<file path="src/rtl/core/mchc_pkg.sv">
// types, constants and helpers shared by the coincidence hour counter
package mchc_pkg;

  localparam int unsigned NUM_HOURS    = 24;
  localparam int unsigned NUM_CHANNELS = 4;
  localparam int unsigned COUNT_W      = 32;
  localparam int unsigned TIME_W       = 47;
  localparam int unsigned HOUR_W       = 5;
  localparam int unsigned CHAN_W       = 2;
  localparam int unsigned PWIDTH_W     = 16;
  localparam int unsigned WINDOW_W     = 20;
  localparam int unsigned DATA_W       = 32;
  localparam int unsigned ADDR_W       = 3;
  localparam int unsigned QUEUE_DEPTH  = 2;

  localparam logic [WINDOW_W-1:0] WINDOW_RESET    = 20'd200;
  localparam logic [PWIDTH_W-1:0] WIDTH_CUT_RESET = 16'd0;

  localparam logic [63:0]       NS_PER_HOUR = 64'd3600000000000;
  localparam logic [TIME_W-1:0] DAY_NS      = TIME_W'(64'(NUM_HOURS) * NS_PER_HOUR);
  localparam logic [COUNT_W-1:0] COUNT_MAX  = {COUNT_W{1'b1}};

  // register index as decoded from paddr[2]
  localparam logic REG_WIDTH_CUT = 1'b0;
  localparam logic REG_WINDOW    = 1'b1;

  typedef struct packed {
    logic                action;
    logic [CHAN_W-1:0]   channel;
    logic [TIME_W-1:0]   time_ns;
    logic [PWIDTH_W-1:0] pulse_width;
    logic [HOUR_W-1:0]   hour_select;
  } in_t;

  typedef struct packed {
    logic               accepted;
    logic               coincidence;
    logic [HOUR_W-1:0]  hour_bin;
    logic [COUNT_W-1:0] hour_count;
  } out_t;

  typedef enum logic [1:0] {
    KIND_READ,
    KIND_REJECT,
    KIND_PULSE
  } kind_e;

  // classified item handed from front to back
  typedef struct packed {
    kind_e              kind;
    logic [CHAN_W-1:0]  channel;
    logic [TIME_W-1:0]  time_ns;
    logic [HOUR_W-1:0]  hour_bin;
    logic               after_window;
    logic [TIME_W-1:0]  time_less_win;
  } item_t;

  function automatic logic [TIME_W-1:0] hour_edge(input int unsigned k);
    logic [63:0] prod;
    prod = 64'(k) * NS_PER_HOUR;
    return prod[TIME_W-1:0];
  endfunction

endpackage

</file>
<file path="src/rtl/core/mchc_front.sv">
// front end: configuration registers and pulse classification
module mchc_front (
  input  logic                           clk_i,
  input  logic                           rst_ni,
  input  logic                           psel,
  input  logic                           penable,
  input  logic                           pwrite,
  input  logic [mchc_pkg::ADDR_W-1:0]    paddr,
  input  logic [mchc_pkg::DATA_W-1:0]    pwdata,
  output logic [mchc_pkg::DATA_W-1:0]    prdata,
  input  mchc_pkg::in_t                  in_data_i,
  output mchc_pkg::item_t                item_o
);

  logic [mchc_pkg::PWIDTH_W-1:0] width_cut_q, width_cut_d;
  logic [mchc_pkg::WINDOW_W-1:0] window_q, window_d;
  logic                          wr_en;
  logic [mchc_pkg::TIME_W-1:0]   win_ext;
  logic [mchc_pkg::HOUR_W-1:0]   bin;
  logic                          pulse_ok;

  assign wr_en = psel & penable & pwrite;

  always_comb begin
    width_cut_d = width_cut_q;
    window_d    = window_q;
    if (wr_en) begin
      case (paddr[2])
        mchc_pkg::REG_WIDTH_CUT: width_cut_d = pwdata[mchc_pkg::PWIDTH_W-1:0];
        mchc_pkg::REG_WINDOW:    window_d    = pwdata[mchc_pkg::WINDOW_W-1:0];
        default: ;
      endcase
    end
  end

  always_comb begin
    case (paddr[2])
      mchc_pkg::REG_WIDTH_CUT: prdata = mchc_pkg::DATA_W'(width_cut_q);
      mchc_pkg::REG_WINDOW:    prdata = mchc_pkg::DATA_W'(window_q);
      default:                 prdata = '0;
    endcase
  end

  always_ff @(posedge clk_i or negedge rst_ni) begin
    if (!rst_ni) begin
      width_cut_q <= mchc_pkg::WIDTH_CUT_RESET;
      window_q    <= mchc_pkg::WINDOW_RESET;
    end else begin
      width_cut_q <= width_cut_d;
      window_q    <= window_d;
    end
  end

  assign win_ext  = mchc_pkg::TIME_W'(window_q);
  assign pulse_ok = (in_data_i.pulse_width > width_cut_q) &&
                    (in_data_i.time_ns <= mchc_pkg::DAY_NS);

  // inclusive hour ranges: an exact boundary stays in the earlier bin
  always_comb begin
    bin = '0;
    for (int unsigned k = 1; k < mchc_pkg::NUM_HOURS; k++) begin
      if (in_data_i.time_ns > mchc_pkg::hour_edge(k)) begin
        bin = mchc_pkg::HOUR_W'(k);
      end
    end
  end

  always_comb begin
    item_o.channel       = in_data_i.channel;
    item_o.time_ns       = in_data_i.time_ns;
    item_o.after_window  = in_data_i.time_ns > win_ext;
    item_o.time_less_win = in_data_i.time_ns - win_ext;
    if (in_data_i.action) begin
      item_o.kind     = mchc_pkg::KIND_READ;
      item_o.hour_bin = in_data_i.hour_select;
    end else if (pulse_ok) begin
      item_o.kind     = mchc_pkg::KIND_PULSE;
      item_o.hour_bin = bin;
    end else begin
      item_o.kind     = mchc_pkg::KIND_REJECT;
      item_o.hour_bin = '0;
    end
  end

endmodule

</file>
<file path="src/rtl/core/mchc_queue.sv">
// short queue of classified items between front and back
module mchc_queue (
  input  logic            clk_i,
  input  logic            rst_ni,
  input  logic            push_i,
  input  mchc_pkg::item_t push_item_i,
  output logic            full_o,
  input  logic            pop_i,
  output logic            empty_o,
  output mchc_pkg::item_t pop_item_o
);

  localparam int unsigned PTR_W = $clog2(mchc_pkg::QUEUE_DEPTH);
  localparam int unsigned CNT_W = $clog2(mchc_pkg::QUEUE_DEPTH + 1);
  localparam logic [PTR_W-1:0] LAST = PTR_W'(mchc_pkg::QUEUE_DEPTH - 1);

  mchc_pkg::item_t  mem_q [mchc_pkg::QUEUE_DEPTH];
  logic [PTR_W-1:0] wr_ptr_q, wr_ptr_d;
  logic [PTR_W-1:0] rd_ptr_q, rd_ptr_d;
  logic [CNT_W-1:0] cnt_q, cnt_d;
  logic             do_push, do_pop;

  assign full_o     = cnt_q == CNT_W'(mchc_pkg::QUEUE_DEPTH);
  assign empty_o    = cnt_q == '0;
  assign do_push    = push_i & ~full_o;
  assign do_pop     = pop_i & ~empty_o;
  assign pop_item_o = mem_q[rd_ptr_q];

  always_comb begin
    wr_ptr_d = wr_ptr_q;
    rd_ptr_d = rd_ptr_q;
    cnt_d    = cnt_q;
    if (do_push) begin
      wr_ptr_d = (wr_ptr_q == LAST) ? '0 : wr_ptr_q + 1'b1;
    end
    if (do_pop) begin
      rd_ptr_d = (rd_ptr_q == LAST) ? '0 : rd_ptr_q + 1'b1;
    end
    if (do_push && !do_pop) begin
      cnt_d = cnt_q + 1'b1;
    end else if (do_pop && !do_push) begin
      cnt_d = cnt_q - 1'b1;
    end
  end

  always_ff @(posedge clk_i or negedge rst_ni) begin
    if (!rst_ni) begin
      wr_ptr_q <= '0;
      rd_ptr_q <= '0;
      cnt_q    <= '0;
    end else begin
      wr_ptr_q <= wr_ptr_d;
      rd_ptr_q <= rd_ptr_d;
      cnt_q    <= cnt_d;
    end
  end

  always_ff @(posedge clk_i) begin
    if (do_push) begin
      mem_q[wr_ptr_q] <= push_item_i;
    end
  end

endmodule

</file>
<file path="src/rtl/core/mchc_back.sv">
// back end: group tracking, hour counters and result register
module mchc_back (
  input  logic            clk_i,
  input  logic            rst_ni,
  input  logic            empty_i,
  input  mchc_pkg::item_t item_i,
  output logic            pop_o,
  output logic            out_valid_o,
  input  logic            out_stall_i,
  output mchc_pkg::out_t  out_data_o
);

  logic [mchc_pkg::COUNT_W-1:0] counts_q [mchc_pkg::NUM_HOURS];
  logic [mchc_pkg::TIME_W-1:0]  chan_time_q [mchc_pkg::NUM_CHANNELS];
  logic [mchc_pkg::NUM_CHANNELS-1:0] seen_q, seen_d;
  logic [mchc_pkg::TIME_W-1:0]  grp_time_q;
  logic [mchc_pkg::TIME_W-1:0]  grp_thr_q;
  logic                         grp_all_recent_q;
  logic                         grp_open_q;
  logic                         out_valid_q, out_valid_d;
  mchc_pkg::out_t               out_data_q, out_data_d;

  logic [mchc_pkg::NUM_CHANNELS-1:0] recent;
  logic                         is_pulse, close_grp, coinc, in_range;
  logic [mchc_pkg::COUNT_W-1:0] cur_cnt, new_cnt;

  assign pop_o    = ~empty_i & (~out_valid_q | ~out_stall_i);
  assign is_pulse = item_i.kind == mchc_pkg::KIND_PULSE;
  assign in_range = item_i.hour_bin < mchc_pkg::HOUR_W'(mchc_pkg::NUM_HOURS);

  always_comb begin
    for (int unsigned c = 0; c < mchc_pkg::NUM_CHANNELS; c++) begin
      recent[c] = seen_q[c] & (grp_all_recent_q | (chan_time_q[c] >= grp_thr_q));
    end
  end

  // gap beyond the window closes the pending group
  assign close_grp = is_pulse & grp_open_q & item_i.after_window &
                     (item_i.time_less_win > grp_time_q);
  assign coinc     = close_grp & (recent[0] | recent[1]) & (recent[2] | recent[3]);
  assign cur_cnt   = in_range ? counts_q[item_i.hour_bin] : '0;
  assign new_cnt   = (coinc && cur_cnt != mchc_pkg::COUNT_MAX) ? cur_cnt + 1'b1 : cur_cnt;

  always_comb begin
    seen_d = seen_q;
    if (close_grp) begin
      seen_d = '0;
    end
    seen_d[item_i.channel] = 1'b1;
  end

  always_comb begin
    out_data_d = '0;
    case (item_i.kind)
      mchc_pkg::KIND_READ: begin
        out_data_d.hour_bin   = item_i.hour_bin;
        out_data_d.hour_count = cur_cnt;
      end
      mchc_pkg::KIND_PULSE: begin
        out_data_d.accepted    = 1'b1;
        out_data_d.coincidence = coinc;
        out_data_d.hour_bin    = item_i.hour_bin;
        out_data_d.hour_count  = new_cnt;
      end
      default: ;
    endcase
  end

  always_comb begin
    if (pop_o) begin
      out_valid_d = 1'b1;
    end else if (out_stall_i) begin
      out_valid_d = out_valid_q;
    end else begin
      out_valid_d = 1'b0;
    end
  end

  always_ff @(posedge clk_i or negedge rst_ni) begin
    if (!rst_ni) begin
      for (int unsigned h = 0; h < mchc_pkg::NUM_HOURS; h++) begin
        counts_q[h] <= '0;
      end
      seen_q           <= '0;
      grp_time_q       <= '0;
      grp_thr_q        <= '0;
      grp_all_recent_q <= 1'b1;
      grp_open_q       <= 1'b0;
      out_valid_q      <= 1'b0;
    end else begin
      out_valid_q <= out_valid_d;
      if (pop_o && is_pulse) begin
        counts_q[item_i.hour_bin] <= new_cnt;
        seen_q           <= seen_d;
        grp_time_q       <= item_i.time_ns;
        grp_thr_q        <= item_i.time_less_win;
        grp_all_recent_q <= ~item_i.after_window;
        grp_open_q       <= 1'b1;
      end
    end
  end

  always_ff @(posedge clk_i) begin
    if (pop_o) begin
      out_data_q <= out_data_d;
      if (is_pulse) begin
        chan_time_q[item_i.channel] <= item_i.time_ns;
      end
    end
  end

  assign out_valid_o = out_valid_q;
  assign out_data_o  = out_data_q;

endmodule

</file>
<file path="src/rtl/core/muon_coincidence_hourly_counter.sv">
// top level of the muon coincidence hourly counter
// Input channel: in_valid_i/in_stall_o with one in_t per transfer; an item is
// either a detector pulse (action 0) or a read of one hour counter (action 1).
// Output channel: out_valid_o/out_stall_i with exactly one out_t per input
// item, in input order.
// Configuration: APB-style writes to width_cut (address 0) and window_ns
// (address 4); pready is always high, reads return the register value.
// Throughput: one item per cycle while the receiver does not stall. The group
// and counter update of a pulse is registered as the back end pops it from the queue.
// An item passes the two-entry queue and then the result register before
// out_valid_o rises.
// When the receiver stalls, the result register holds and the queue fills;
// in_stall_o rises once both queue entries are taken.
// Reset clears all hour counters, the channel seen flags, the open group and
// the queue, and restores width_cut to 0 and window_ns to 200.
module muon_coincidence_hourly_counter (
  input  logic                        clk_i,
  input  logic                        rst_ni,
  input  logic                        psel,
  input  logic                        penable,
  input  logic                        pwrite,
  input  logic [mchc_pkg::ADDR_W-1:0] paddr,
  input  logic [mchc_pkg::DATA_W-1:0] pwdata,
  output logic [mchc_pkg::DATA_W-1:0] prdata,
  output logic                        pready,
  input  logic                        in_valid_i,
  output logic                        in_stall_o,
  input  mchc_pkg::in_t               in_data_i,
  output logic                        out_valid_o,
  input  logic                        out_stall_i,
  output mchc_pkg::out_t              out_data_o
);

  mchc_pkg::item_t front_item;
  mchc_pkg::item_t back_item;
  logic            q_full, q_empty, q_pop;

  assign pready     = 1'b1;
  assign in_stall_o = q_full;

  mchc_front u_front (
    .clk_i     (clk_i),
    .rst_ni    (rst_ni),
    .psel      (psel),
    .penable   (penable),
    .pwrite    (pwrite),
    .paddr     (paddr),
    .pwdata    (pwdata),
    .prdata    (prdata),
    .in_data_i (in_data_i),
    .item_o    (front_item)
  );

  mchc_queue u_queue (
    .clk_i       (clk_i),
    .rst_ni      (rst_ni),
    .push_i      (in_valid_i),
    .push_item_i (front_item),
    .full_o      (q_full),
    .pop_i       (q_pop),
    .empty_o     (q_empty),
    .pop_item_o  (back_item)
  );

  mchc_back u_back (
    .clk_i       (clk_i),
    .rst_ni      (rst_ni),
    .empty_i     (q_empty),
    .item_i      (back_item),
    .pop_o       (q_pop),
    .out_valid_o (out_valid_o),
    .out_stall_i (out_stall_i),
    .out_data_o  (out_data_o)
  );

endmodule

</file>
<file path="config.mk">
export PLATFORM = sky130hd
export DESIGN_NAME = muon_coincidence_hourly_counter
export DESIGN_NICKNAME = d
export VERILOG_FILES = /design/src/rtl/core/mchc_pkg.sv /design/src/rtl/core/mchc_front.sv /design/src/rtl/core/mchc_queue.sv /design/src/rtl/core/mchc_back.sv /design/src/rtl/core/muon_coincidence_hourly_counter.sv
export SDC_FILE = /design/constraint.sdc
export NUM_CORES = 2
export LEC_CHECK = 0
export ABC_AREA = 1
export BUFFER_PORTS_ARGS = -buffer_cell sky130_fd_sc_hd__buf_4
export CORE_ASPECT_RATIO = 0.5
export CORE_MARGIN = 4
export CORE_UTILIZATION = 63
export CTS_CLUSTER_SIZE = 40
export DETAILED_ROUTE_END_ITERATION = 10
export PLACE_DENSITY = 0.8
export SYNTH_ARGS = -nofsm -noshare
export SYNTH_HDL_FRONTEND = slang
export SYNTH_HIERARCHICAL = 1
export SYNTH_SLANG_ARGS = --single-unit
</file>
<file path="constraint.sdc">
create_clock -name clk_i -period 7.4 [get_ports clk_i]
set_input_delay 1.48 -clock clk_i [delete_from_list [all_inputs] [get_ports clk_i]]
set_output_delay 1.48 -clock clk_i [all_outputs]
set_load 0.01 [all_outputs]
</file>
==> results.md <==
* Worst Path Buf+Inv at 6
* Post-synthesis cell area at 0.0715 mm2
* Final Hold Viols at 0
* Area growth syn-to-layout at 7.59%
* Max Transition Viols Final at 0
* Peak VDD IR at 0.274 mV
* DP HPWL at 153 mm
* CP Capture Type: register
* Post-synthesis average cell area at 7.62 um2
* First-pass GRT wire length at 360 mm
* Root buffer cell: clkbuf_16
* Hold path start: u_back/counts_q[712]$_DFFE_PN0P_
* Slew headroom at 0.0874
* Die ar. at 0.119 mm2
* I/O pin count at 187
* Post-Synthesis Cells at 9379
* CTS Buf Count at 116
* Startpoint Class: register
* Yosys reg bits at 1344
* PortBufs at 159
* Period minus WS final at 6140 ps
* Remaining global-route overflow at 0
* Post-CTS setup buffer count at 0
* Critical path's slowest cell: dfrtp_4
* Setup TNS at 0 ps
* Vias in the first global route at 60000
* Worst Tran Pin Value at 1360 ps
* Critical Path Fanout Max at 37
* Worst-case clock skew at 52.3 ps
* Final WL at 238 mm
* RePlAce Congestion at 1.02
* Nets at 9658
* Clk slew on worst S/H paths at 70 ps
* R2r startpoint: u_queue/rd_ptr_q$_DFFE_PN0P_
* # DRC at 0
* Fin crit share at 0.830
* Min-delay worst type: register to register
* First-pass DRT Iterations at 10
* DR iter-0 viols at 8852
* Die width at 484 um
* Yosys Warn Count at 6
* Worst path max stage delay at 670 ps
* Row count at 87
* Status: completed
* Most frequent CP cell: nand2_1
* DR vias at 63900
* H-tree levels at 3
* RSZ-0062 raised after global routing: no
* Register area at 0.0358 mm2
* CP delay by family, top: simple AND/OR/NAND/NOR gates
* Sequential area share after synthesis at 0.501
* Wirelength per Cell at 21.9 um
* Post-CTS Hold Buffers at 0
* Tot GR Track Use at 0.396
* Largest net degree at the start of global routing at 157
* Die Y at 246 um
* Number of synthesized flops with an enable pin at 435
* Layout fillers at 9354
* Worst Setup SP: u_queue/rd_ptr_q$_DFFE_PN0P_
* Clock buffer depth at 3
* Distinct cells, synth at 66
* Multi-input combinational cell area at 0.0312 mm2
* Post-synth ARST share at 0.676
* Vias per inst at 5.88
* PostCTS Resize Cnt at 0
* Post-Layout Cell Count at 10900
* Commonest non-fill, non-tap cell in the layout: nand2_1
* Max Fclk at 0.163 GHz
* ANT nets after route at 0
* Top_reg_cell synth: dfrtp_1
* Max-cap violations at 0
* Initial Util at 0.634
* Initial antenna violation count at 6
* Worst Setup Path Type: register to register
* Clock sinks at 1344
* Core area at 0.113 mm2
* CTS tree: done
* Critical path arrival at 6630 ps
* Most frequent cells in the layout: nand2_1, dfrtp_1, inv_1
* Crit-path cells: inv_4 -> nand2_1 -> nand2_4 -> inv_6 -> nand2_1 -> inv_1 -> nand2_1 -> nand4_1 -> nand2_1 -> nand2_1 -> nor2_1 -> inv_2 -> ha_1 -> nand3_1 -> inv_2 -> nand2_1 -> nor2_1 -> nand2_2 -> inv_2 -> nor2_4 -> nand2_2 -> nand3_1 -> nand2_1
* Crit path required time at 7890 ps
* Pwr/cell area at 292 mW/mm2
* Placed insts at 10700
* Final Setup Violations at 0
* Layout cells sized above 1 at 0.0669
* Worst-skew pair later-pin latency at 770 ps
* Worst reg2reg setup slack at 1260 ps
* Pleak at 0.0398 uW
[per-layer routing]
metal	wire (um)	GRT usage
met4	13400	0.194
met1	92700	0.537
met5	27	0
met2	105000	0.612
met3	26900	0.0836
[logic make-up (layout without fill, tap and decap cells)]
| family | after synthesis | count (layout) | synth area share |
|---|---|---|---|
| other cells | 2 | 17 | 0.000105 |
| xor+xnor | 59 | 59 | 0.00723 |
| simple gates | 6125 | 6125 | 0.337 |
| flops | 1344 | 1344 | 0.501 |
| fa+ha+maj | 274 | 274 | 0.0481 |
| compound gates | 538 | 538 | 0.0409 |
| buf+inv | 1037 | 1014 | 0.0657 |
[state kept, by name, indices dropped and copies added (netlist names), 4 cells and up]
signal / count
u_back/grp_time_q: 47
u_front/width_cut_q: 16
u_back/out_data_o: 39
u_front/window_q: 20
u_back/chan_time_q: 188
u_back/counts_q: 768
u_back/seen_q: 4
u_back/grp_thr_q: 47
u_queue/mem_q: 208
[path summary, 6_finish.rpt]
kind | to | cells after the start
worst max-delay path | u_back/out_data_o[0]$_SDFFCE_PN0P_ | 23
worst min-delay path | u_back/counts_q[712]$_DFFE_PN0P_ | 2
worst max register to register | u_back/out_data_o[0]$_SDFFCE_PN0P_ | 23
worst min register to register | u_back/counts_q[712]$_DFFE_PN0P_ | 2
max in group asynchronous | u_back/counts_q[671]$_DFFE_PN0P_ | 2
min in group asynchronous | u_back/grp_thr_q[36]$_DFFE_PN0P_ | 1
[synthesized netlist by cell type (3+ instances only)]
master	number	area, um2
nand2_1	5190	19500
nor4_1	24	150
o21ai_0	235	1180
dfrtp_1	905	22600
a211oi_1	6	45.0
a21oi_1	194	971
nor3_1	81	405
o21bai_1	3	22.5
nor3_2	5	50.1
buf_2	115	576
nand3_1	244	1220
o211ai_1	5	37.5
nand2_2	47	294
xnor2_1	17	149
dfstp_2	4	105
nor3_4	4	65.1
ha_1	273	3420
inv_1	487	1830
buf_1	18	67.6
nor2_1	391	1470
o311ai_0	4	35.0
o221ai_1	3	26.3
o21a_1	7	52.6
nand4_1	104	651
a31oi_1	14	87.6
a21o_1	6	45.0
o21ai_1	28	140
buf_4	153	1150
buf_6	11	124
inv_2	46	173
clkbuf_1	203	762
nor2_2	12	75.1
o31ai_1	8	60.1
edfxtp_1	435	13100
nor2_4	6	67.6
xor2_1	42	368
o21ai_2	3	26.3
o2111ai_1	5	43.8
[where the power goes]
group	internal [uW]	total [uW]	switching, uW
logic	1740	7210	5470
clock network	3410	6280	2870
registers	8740	9010	268
[stage by stage]
stage | total power [uW] | setup WS [ps] | util | hold slack [ps] | instance area [um2]
2_1_floorplan | 13600 | 919 | - | 423 | 71500
3_3_place_gp | 15800 | 1440 | 0.648 | 433 | 73100
3_5_place_dp | 16100 | 1420 | 0.648 | 459 | 73100
4_1_cts | 22300 | 1420 | 0.683 | 483 | 76900
5_1_grt | 23500 | 877 | 0.683 | 493 | 76900
6_report | 22500 | 1260 | 0.683 | 479 | 76900
[final cells by class]
class	count	area share
Sequential cell	1344	0.466
Multi-Input combinational cell	7009	0.406
Clock buffer	162	0.0425
Timing Repair Buffer	263	0.0269
Inverter	537	0.0265
Tap cell	1513	0.0246
Clock inverter	52	0.00747
Antenna cell	4	0.000130
[worst register-to-register path, stage by stage (launching register included)]
cell     delay (ps)
dfrtp_4         670
inv_4           410
nand2_1         160
nand2_4         270
inv_6           230
nand2_1         300
inv_1           400
nand2_1         160
nand4_1          80
nand2_1          60
nand2_1          80
nor2_1          320
inv_2           160
ha_1            310
nand3_1         200
inv_2            90
nand2_1         150
nor2_1           80
nand2_2         170
inv_2            70
nor2_4          610
nand2_2         590
nand3_1         210
nand2_1         120
(Power assumes the default switching activity.)
